--- src/rtl/atip_pkg.sv ---
// Shared types and constants of the attenuation table interpolator.
`timescale 1ns / 1ps
package atip_pkg;

  typedef enum logic [1:0] {
    OP_WRITE      = 2'd0,
    OP_LOOKUP_ONE = 2'd1,
    OP_LOOKUP_PCR = 2'd2,
    OP_NONE       = 2'd3
  } op_t;

  localparam logic [1:0] KIND_TOTAL    = 2'd0;
  localparam logic [1:0] KIND_PHOTO    = 2'd1;
  localparam logic [1:0] KIND_COMPTON  = 2'd2;
  localparam logic [1:0] KIND_RAYLEIGH = 2'd3;
  localparam int CURVE_KINDS = 4;

  localparam logic [1:0] CFG_MIN_ENERGY    = 2'd0;
  localparam logic [1:0] CFG_MAX_ENERGY    = 2'd1;
  localparam logic [1:0] CFG_ENERGY_STEP   = 2'd2;
  localparam logic [1:0] CFG_POINTS_IN_USE = 2'd3;

  localparam int QUEUE_DEPTH = 4;

  // Classified item as it waits between front and back.
  typedef struct packed {
    logic        is_write;
    logic        mode_pcr;
    logic        mat_bad;
    logic [2:0]  material;
    logic [1:0]  curve_kind;
    logic [7:0]  point_index;
    logic [31:0] entry_value;
    logic [15:0] diff;
    logic        low;
    logic        high;
  } item_t;

  // Lookup data that rides along with the table read.
  typedef struct packed {
    logic        mode_pcr;
    logic        mat_bad;
    logic        clamp;
    logic        odd_first;
    logic [1:0]  curve_kind;
    logic [15:0] frac;
  } rd_meta_t;

  typedef struct packed {
    logic mode_pcr;
    logic mat_bad;
    logic clamp;
  } res_meta_t;

  typedef struct packed {
    res_meta_t   meta;
    logic        neg;
    logic [31:0] y0;
  } lane_tag_t;

endpackage

--- src/rtl/atip_queue.sv ---
// Short queue between front end and back end.
`timescale 1ns / 1ps
module atip_queue import atip_pkg::*; (
  input  logic  clk,
  input  logic  rst,
  input  logic  push,
  input  item_t wdata,
  output logic  full,
  input  logic  pop,
  output logic  valid,
  output item_t rdata
);
  localparam int CW = $clog2(QUEUE_DEPTH);

  item_t         mem [QUEUE_DEPTH];
  logic [CW-1:0] wptr;
  logic [CW-1:0] rptr;
  logic [CW:0]   count;

  assign full  = (count == (CW+1)'(QUEUE_DEPTH));
  assign valid = (count != '0);
  assign rdata = mem[rptr];

  always_ff @(posedge clk) begin
    if (rst) begin
      wptr  <= '0;
      rptr  <= '0;
      count <= '0;
    end else begin
      if (push) begin
        wptr <= wptr + 1'b1;
      end
      if (pop) begin
        rptr <= rptr + 1'b1;
      end
      count <= count + (CW+1)'(push) - (CW+1)'(pop);
    end
  end

  always_ff @(posedge clk) begin
    if (push) begin
      mem[wptr] <= wdata;
    end
  end
endmodule

--- config.mk ---
export PLATFORM = sky130hd
export DESIGN_NAME = atip_queue
export DESIGN_NICKNAME = d
export VERILOG_FILES = /design/src/rtl/atip_pkg.sv /design/src/rtl/atip_queue.sv
export SDC_FILE = /design/constraint.sdc
export NUM_CORES = 1
export LEC_CHECK = 0
export ABC_AREA = 1
export BUFFER_PORTS_ARGS = -buffer_cell sky130_fd_sc_hd__buf_2
export CORE_MARGIN = 5
export CORE_UTILIZATION = 30
export DETAILED_ROUTE_END_ITERATION = 7
export HOLD_SLACK_MARGIN = 0.1
export PLACE_DENSITY = 0.47
export SETUP_SLACK_MARGIN = 0.1
export SLEW_MARGIN = 5
export SYNTH_ARGS = -nofsm -noshare
export SYNTH_HDL_FRONTEND = slang
export SYNTH_SLANG_ARGS = --single-unit
--- constraint.sdc ---
create_clock -name clk -period 2.8 [get_ports clk]
set_clock_uncertainty 0.2 [all_clocks]
set_input_delay 0.56 -clock clk [delete_from_list [all_inputs] [get_ports clk]]
set_output_delay 0.56 -clock clk [all_outputs]
set_load 0.01 [all_outputs]
==> summary.md <==
| Metric | Value |
|---|---|
| Net switching power | 2160 uW |
| RSZ-0062 raised after global routing | true |
| Post-CTS setup buffer count | 0 |
| Final hold violation count | 0 |
| Grt met3 use | 2.55% |
| Synth Instances | 827 |
| Post-layout util | 38.5% |
| Die H | 200 um |
| Cell area after layout | 0.0137 mm2 |
| Global Route met2 Usage | 19.2% |
| Final ANT Viol Nets | 0 |
| Maximum clock frequency | 392 MHz |
| Max_cap viols | 0 |
| Post-DP Area | 0.0121 mm2 |
| Reg area | 0.00812 mm2 |
| Footprint of the multi-input gates | 0.00185 mm2 |
| Slowest stage delay, CP | 0.38 ns |
| CP Capture Type | output pin |
| Slowest cell on crit path | dfxtp_4 |
| Filler cell count | 3,447 |
| Finish-stage setup viols | 0 |
| Switching Share | 23.2% |
| Yosys top cell by area | edfxtp_1 |
| Worst-skew pair later-pin latency | 0.53 ns |
| Ys Warns | 0 |
| Arrival time worst endpoint | 1.79 ns |
| CTS tree | done |
| Final period util | 91.1% |
| WL/cell | 14.6 um |
| FF+latch count, synth | 273 |
| DRC | 0 |
| Met1 Track Usage GR | 14.2% |
| Type of the worst setup path | reg2out |
| Internal Power | 7140 uW |
| Slew @ Worst Pin | 0.435 ns |
| Top Usage Layer GRT | met2 |
| GRT Residual Overflow | 0 |
| Peak VDD IR | 406 uV |
| Initial core utilization | 30.4% |
| PwrDens | 678 mW/mm2 |
| Max_slew headroom | 71.0% |
| Pre-antenna DRT Iters | 4 |
| First-pass GRT wire length | 35,200 um |
| P_leak | 0.00532 uW |
| Largest net degree at the start of global routing | 110 |
| Num CTS Buffers | 31 |
| Root Driver | clkbuf_16 |
| Longest Clk Path Bufs | 3 |
| Fin nets | 1,119 |
| DPL Wire Length | 13,300 um |
| Tot GR Track Use | 11.1% |
| Hold/Removal Path Class | in2reg |
| Synth-to-Final Area Change | 26.8% |
| Combinational share of power | 10.4% |
| Vias per cell | 4.28 |
| Share of cells above drive strength 1 | 19.2% |
| CORE AREA | 0.0356 mm2 |
| Final wirelength | 22,300 um |
| Worst-path maximum fanout | 37 |
| WP depth | 6 |
| Worst-path clk slew | 0.06 ns |
| Area contributors post-synth | edfxtp_1 (73%), inv_1 (5.2%), nand2_1 (4.9%) |
| Initial antenna violation count | 2 |
| Gpl congestion | 0.716 |
| R2R cell count | 5 |
| Crit path max-delay family | buffers and inverters |
| Via count | 6,543 |
| Critical Path RT | 2.04 ns |
| Setup TNS | 0 ns |
| I/O Pins | 138 |
| CTS H-tree depth | 1 |
| Post-synthesis sequential area ratio | 75.0% |
| Die width | 200 um |
| I/O Buffers | 137 |
| CP Cell Sequence | buf_12 > buf_4 > nand2_1 > o211ai_1 > nand2_1 > buf_2 |
| # rows | 69 |
| Count of cell types in the netlist | 16 |
| Hold slack | 0.190 ns |
| Die Area | 0.0399 mm2 |
| Status | complete, no violations |
| Hold depth | 3 |
| Power share of the clock group | 38.9% |
| Mean Syn Cell Area | 13.1 um2 |
| Final Max Tran Viols | 0 |
| Period minus WS final | 2.55 ns |
| Crit path top cell by count | nand2_1 |
| Mapped Area | 0.0108 mm2 |
| CP bufs+invs | 3 |
| Post-synth top area share | 73.3% |
| Flop pwr share | 50.7% |
| Crit start category | flip-flop |
| Vias in the first global route | 6,516 |
| Num Clock Sinks | 273 |
| Initial detailed-routing violation count | 226 |
| Syn Nets | 904 |
==> layout make-up <==
type,instances,share of cell area (%)
Sequential cell,273,59.2
Multi-Input combinational cell,361,13.5
Timing Repair Buffer,226,12.3
Clock buffer,34,5.74
Tap cell,461,4.21
Inverter,149,4.12
Clock inverter,22,0.922
Antenna cell,1,0.0183
==> logic make-up (layout without fill, tap and decap cells) <==
group	count (synthesis)	count (layout)	synth area share (%)
AOI/OAI and AO/OA	208	208	11.2
DFF	273	273	75.0
buffers and inverters	193	431	7.89
and+or+nand+nor	146	146	5.10
other	0	1	0
adders and majority gates	7	7	0.879
==> Yosys cell counts (all sizes together) <==
| cell | number |
|---|---|
| nand2 | 140 |
| ha | 6 |
| a21oi | 72 |
| dfxtp | 9 |
| inv | 149 |
| fa | 1 |
| o21ai | 70 |
| nor2 | 3 |
| edfxtp | 264 |
| nand3 | 2 |
| o211ai | 66 |
| nor3 | 1 |
| buf | 44 |
==> state kept, by name, summed over array words and instances, names as in the netlist, named ones only <==
name / cells
mem: 264
count: 3
rptr: 2
wptr: 2
==> stage by stage <==
step | instances | setup WS (ns) | power, uW
after floorplan | 827 | 0.303 | 5320
after global placement | 1402 | 0.692 | 5720
after detailed placement | 1402 | 0.697 | 5720
after CTS | 1526 | 0.200 | 9460
after global routing | 1527 | 0.0891 | 9750
final | 1527 | 0.250 | 9300
==> layer usage <==
metal	up-vias	share of wire (%)
met1	3097	44
met5	-	0.049
met2	104	49
li1	3312	-
met3	28	5.2
met4	2	1.5
==> path summary, 6_finish.rpt <==
path	from	slack, ns	endpoint
hold / removal	push	0.19	wptr[0]
setup reg to reg	wptr[1]	0.96	mem[1][31]
hold reg to reg	rptr[1]	0.27	flip-flop
setup / recovery	flip-flop	0.25	rdata[25]
==> what timing repair did <==
| action | CTS | global route |
|---|---|---|
| setup endpoints to repair | 0 | 7 |
| resized for setup | 0 | 1 |
| hold endpoints to repair | 268 | 0 |
| hold buffers | 68 | 0 |
==> worst reg2reg max path, cell delays in order (launching register included) <==
cell and delay [ns]:
dfxtp_1 0.35, inv_1 0.09, ha_1 0.18, nand2_1 0.08, clkinv_2 0.32, buf_12 0.31
==> power by group through the flow <==
stage | Sequential [uW] | Combinational, uW | Clock (uW)
floorplan | 4800 | 521 | 0
global placement | 4800 | 914 | 0
detailed placement | 4800 | 921 | 0
CTS | 4720 | 1000 | 3740
global route | 4730 | 1100 | 3920
finish | 4720 | 967 | 3620
==> cells in the final DEF, fill, tap and decap left out, types with 11 or more instances in the layout <==
cell type      netlist  routed
a21oi_1             72      72
buf_12               0      11
buf_2               31     137
clkbuf_16            0      31
clkinv_1             0      13
dlygate4sd3_1        0      68
edfxtp_1           264     264
inv_1              149     145
nand2_1            140     140
o211ai_1            66      66
o21ai_0             37      37
o21ai_1             33      33
Note: power is estimated with default switching activity, not from simulation.
