===== src/rtl/atip_pkg.sv =====
// Shared types and constants of the attenuation table interpolator.
`timescale 1ns / 1ps
package atip_pkg;

  typedef enum logic [1:0] {
    OP_WRITE      = 2'd0,
    OP_LOOKUP_ONE = 2'd1,
    OP_LOOKUP_PCR = 2'd2,
    OP_NONE       = 2'd3
  } op_t;

  localparam logic [1:0] KIND_TOTAL    = 2'd0;
  localparam logic [1:0] KIND_PHOTO    = 2'd1;
  localparam logic [1:0] KIND_COMPTON  = 2'd2;
  localparam logic [1:0] KIND_RAYLEIGH = 2'd3;
  localparam int CURVE_KINDS = 4;

  localparam logic [1:0] CFG_MIN_ENERGY    = 2'd0;
  localparam logic [1:0] CFG_MAX_ENERGY    = 2'd1;
  localparam logic [1:0] CFG_ENERGY_STEP   = 2'd2;
  localparam logic [1:0] CFG_POINTS_IN_USE = 2'd3;

  localparam int QUEUE_DEPTH = 4;

  // Classified item as it waits between front and back.
  typedef struct packed {
    logic        is_write;
    logic        mode_pcr;
    logic        mat_bad;
    logic [2:0]  material;
    logic [1:0]  curve_kind;
    logic [7:0]  point_index;
    logic [31:0] entry_value;
    logic [15:0] diff;
    logic        low;
    logic        high;
  } item_t;

  // Lookup data that rides along with the table read.
  typedef struct packed {
    logic        mode_pcr;
    logic        mat_bad;
    logic        clamp;
    logic        odd_first;
    logic [1:0]  curve_kind;
    logic [15:0] frac;
  } rd_meta_t;

  typedef struct packed {
    logic mode_pcr;
    logic mat_bad;
    logic clamp;
  } res_meta_t;

  typedef struct packed {
    res_meta_t   meta;
    logic        neg;
    logic [31:0] y0;
  } lane_tag_t;

endpackage


===== src/rtl/atip_ifs.sv =====
// Input and output channel interfaces of the attenuation table interpolator.
`timescale 1ns / 1ps
interface atip_in_if ();
  logic        valid;
  logic        ready;
  logic [1:0]  opcode;
  logic [2:0]  material;
  logic [1:0]  curve_kind;
  logic [15:0] energy;
  logic [7:0]  point_index;
  logic [31:0] entry_value;

  modport source (output valid, opcode, material, curve_kind, energy, point_index,
                  entry_value, input ready);
  modport sink (input valid, opcode, material, curve_kind, energy, point_index,
                entry_value, output ready);
endinterface



===== src/rtl/atip_front.sv =====
// Front end: takes input beats, classifies them and pushes them into the queue.
`timescale 1ns / 1ps
module atip_front import atip_pkg::*; #(
  parameter int MAX_MATERIALS = 8
) (
  atip_in_if.sink     in_ch,
  input  logic [15:0] min_energy,
  input  logic [15:0] max_energy,
  input  logic        q_full,
  output logic        push,
  output item_t       item
);
  assign in_ch.ready = !q_full;
  // Beats with the unused opcode are taken and dropped here.
  assign push = in_ch.valid && !q_full && (in_ch.opcode != OP_NONE);

  always_comb begin
    item.is_write    = (in_ch.opcode == OP_WRITE);
    item.mode_pcr    = (in_ch.opcode == OP_LOOKUP_PCR);
    item.mat_bad     = (int'(in_ch.material) >= MAX_MATERIALS);
    item.material    = in_ch.material;
    item.curve_kind  = in_ch.curve_kind;
    item.point_index = in_ch.point_index;
    item.entry_value = in_ch.entry_value;
    item.diff        = in_ch.energy - min_energy;
    item.low         = (in_ch.energy <= min_energy);
    item.high        = (in_ch.energy >= max_energy);
  end
endmodule


===== src/flat_wrapper.sv =====
// flat-port wrapper written by rule: the top's interface ports become plain ports
module atip_front_flat import atip_pkg::*;
#(
  parameter int MAX_MATERIALS = 8
)
  (min_energy, max_energy, q_full, push, item, in_ch_valid, in_ch_opcode, in_ch_material, in_ch_curve_kind, in_ch_energy, in_ch_point_index, in_ch_entry_value, in_ch_ready);
  atip_in_if in_ch_i ();
  input  logic [15:0] min_energy;
  input  logic [15:0] max_energy;
  input  logic q_full;
  output logic push;
  output item_t item;
  input wire logic [$bits(in_ch_i.valid)-1:0] in_ch_valid;
  input wire logic [$bits(in_ch_i.opcode)-1:0] in_ch_opcode;
  input wire logic [$bits(in_ch_i.material)-1:0] in_ch_material;
  input wire logic [$bits(in_ch_i.curve_kind)-1:0] in_ch_curve_kind;
  input wire logic [$bits(in_ch_i.energy)-1:0] in_ch_energy;
  input wire logic [$bits(in_ch_i.point_index)-1:0] in_ch_point_index;
  input wire logic [$bits(in_ch_i.entry_value)-1:0] in_ch_entry_value;
  output wire logic [$bits(in_ch_i.ready)-1:0] in_ch_ready;
  assign in_ch_i.valid = in_ch_valid;
  assign in_ch_i.opcode = in_ch_opcode;
  assign in_ch_i.material = in_ch_material;
  assign in_ch_i.curve_kind = in_ch_curve_kind;
  assign in_ch_i.energy = in_ch_energy;
  assign in_ch_i.point_index = in_ch_point_index;
  assign in_ch_i.entry_value = in_ch_entry_value;
  assign in_ch_ready = in_ch_i.ready;
  atip_front #(.MAX_MATERIALS(MAX_MATERIALS)) u_core (.in_ch(in_ch_i), .min_energy(min_energy), .max_energy(max_energy), .q_full(q_full), .push(push), .item(item));
endmodule

===== config.mk =====
export PLATFORM = sky130hd
export DESIGN_NAME = atip_front_flat
export DESIGN_NICKNAME = d
export VERILOG_FILES = /design/src/rtl/atip_pkg.sv /design/src/rtl/atip_ifs.sv /design/src/rtl/atip_front.sv /design/src/flat_wrapper.sv
export SDC_FILE = /design/constraint.sdc
export NUM_CORES = 1
export LEC_CHECK = 0
export ABC_CLOCK_PERIOD_IN_PS = 3000
export BUFFER_PORTS_ARGS = -buffer_cell sky130_fd_sc_hd__buf_2
export CAP_MARGIN = 20
export CORE_MARGIN = 4
export CORE_UTILIZATION = 38
export DETAILED_ROUTE_END_ITERATION = 7
export PLACE_DENSITY = 0.91
export SYNTH_ARGS = -nofsm -noshare
export SYNTH_HDL_FRONTEND = slang
export SYNTH_SLANG_ARGS = --single-unit

===== constraint.sdc =====
create_clock -name vclk -period 3
set_input_delay 0.6 -clock vclk [all_inputs]
set_output_delay 0.6 -clock vclk [all_outputs]
set_load 0.02 [all_outputs]

==> flow_metrics.tcl <==
set metrics [dict create \
    run_status "completed" \
    synth_top_area_share 0.247 \
    route.antenna.remaining_nets 0 \
    worstSetupPathType "primary input to primary output" \
    synthCells 227 \
    yosys-mux-area-fraction 0 \
    achievable_freq_ghz 0.338 \
    dieArea_um2 5380 \
    worst_ep_arrival_time_ns 2.36 \
    synth_top_family_by_area "buffers and inverters" \
    worstSetupEndpointType "primary output" \
    n_clock_buffer 0 \
    viasPerCell 5.05 \
    worstHoldStart "in_ch_entry_value[0]" \
    slew_violations 0 \
    fill_cells 376 \
    ff_latch_area_um2 0 \
    global_route.usage.total 0.139 \
    worst_setup_path_start_kind "primary input" \
    final_period_minus_worst_setup_slack_ns 2.96 \
    grt_pass1_vias 1548 \
    die_height_um 73.4 \
    synth_top_cell_by_area "sky130_fd_sc_hd__ha_1" \
    routedWlPerCell_um 13.0 \
    synthXorXnorAreaFrac 0.0486 \
    avgSynthCellArea_um2 7.15 \
    antenna_violations_before_repair 0 \
    grt-ovfl-total 0 \
    synth-simple-area-share 0.134 \
    row_count 23 \
    design.final.nets 400 \
    routed-wl-met2_um 2150 \
    critPathMaxFanout 3 \
    final.setup.worst_slack_ns 0.0397 \
    syn-num-nets 357 \
    die_w_um 73.4 \
    dr_total_vias 1606 \
    grt_pass1_wl_um 6380 \
    cp_data_required_time_ns 2.40 \
    max-cap-violations 0 \
    core_region_area_um2 4060 \
    layout-drive-gt1-share 0.414 \
    dp_hpwl_um 3530 \
    yosys_synthesis_warning_count 0 \
    layout.core_utilization 0.478 \
    route.detailed.drc 0 \
    synth_sequential_area_ratio 0 \
    drtIter0Drc 33 \
    post_synth_most_frequent_cells "sky130_fd_sc_hd__buf_4, sky130_fd_sc_hd__inv_1, sky130_fd_sc_hd__ha_1" \
    drt_wl_total_um 4140 \
    synth-adder-area-share 0.259 \
    timing.final.crit_share 0.987 \
    floorplan.io_pins 165 \
    gp_congestion 0.848 \
    timing.critical_path.from "in_ch_energy[0]" \
    area_delta_synth_final_pct 19.6 \
    number_of_hold_violations_in_the_final_report 0 \
    wl_met1_um 1690 \
    fin_cells 318 \
    whs_ns 1.20 \
    synth_compound_gate_area_share 0.255 \
    io_buffers 74 \
    synth.distinct_cells 38 \
    p_leak_nw 1.13 \
    rsz0062_at_grt "yes" \
    dp_cells 313 \
    diodes 0 \
    wl_met3_um 254 \
    finalSetupViolations 0 \
    synth.top_cells.by_area "sky130_fd_sc_hd__ha_1, sky130_fd_sc_hd__buf_4, sky130_fd_sc_hd__inv_1" \
    timing.hold.worst.class "primary input to primary output" \
    max-vdd-ir-drop_uv 120 \
    place_worst_setup_slack_ns -0.151 \
    grt_max_degree 8 \
    yosys.cell_count.top_type "sky130_fd_sc_hd__buf_4" \
    power-per-cell-area_nw_per_um2 224 \
    route.top_layer_used "met4" \
    initial_core_util 0.400 \
    detail_route.first_pass.iterations 4 \
    synth_area_um2 1620 \
    flops_and_latches 0 \
]
-- worst paths after layout --
path / to / slack (ns) / cells past startpoint
worst min-delay path: item[18] / 1.20 / 0
worst max-delay path: item[12] / 0.04 / 10
-- critical path: stages --
cell and delay, ns:
sky130_fd_sc_hd__buf_6 0.10, sky130_fd_sc_hd__inv_4 0.05, sky130_fd_sc_hd__ha_4 0.12, sky130_fd_sc_hd__fa_2 0.23, sky130_fd_sc_hd__nor2b_4 0.05, sky130_fd_sc_hd__o31a_1 0.33
sky130_fd_sc_hd__o211a_1 0.26, sky130_fd_sc_hd__o21a_1 0.22, sky130_fd_sc_hd__o311ai_2 0.22, sky130_fd_sc_hd__buf_4 0.18
-- area by class of cell --
type	instances	area, µm²	share of cell area
tap	50	62.6	0.0322
timing repair buffer	88	505	0.260
inverter	37	141	0.0729
multi-input combinational	143	1230	0.634
-- timing repair --
item | CTS | global route
buffers inserted | 3 | 2
endpoints found under the setup margin | 5 | 8
hold buffers | 0 | 0
pin swaps | 9 | 15
resized for setup | 9 | 19
-- per-layer routing --
layer  vias to the layer above  track usage
met1                       719        0.161
met3                        10       0.0192
met4                         0       0.0302
li1                        812            -
met2                        65        0.267
met5                         -            0
-- stage by stage --
| stage | cell area [µm²] | TNS (ns) | power (mW) |
|---|---|---|---|
| after floorplan | 1620 | 0 | 0.347 |
| after global placement | 1770 | -0.173 | 0.386 |
| after detailed placement | 1770 | -0.343 | 0.395 |
| after CTS | 1840 | -0.0720 | 0.413 |
| after global routing | 1940 | -0.0432 | 0.477 |
| final | 1940 | 0 | 0.435 |
-- kinds of logic (layout without fill, tap and decap cells) --
family | Yosys count | count (layout)
compound gates | 59 | 59
xor+xnor | 9 | 9
fa+ha+maj | 33 | 33
buf+inv | 84 | 125
other cells | 1 | 1
simple gates | 41 | 41
-- report_power, final --
group          switching [mW]  total (mW)  internal [mW]
Combinational           0.237       0.435          0.198
Clock                       0           0              0
Sequential                  0           0              0
-- layout by cell type (no fill, tap or decap), drive strengths merged --
cell,instances
buf,88
inv,37
ha,32
a21oi,19
a21o,13
nor2,13
o21ai,8
xnor2,7
nand2b,5
nand4,5
o21a,4
nand2,4
nor2b,4
nand3,3
o211ai,2
xor2,2
a21boi,2
nor3,2
o31ai,2
or2,2
o311ai,2
o2111ai,1
a41oi,1
a211oi,1
o31a,1
a41o,1
or3,1
o211a,1
a31oi,1
and4,1
and3,1
fa,1
conb,1
Power figures use the tool's default switching activity.
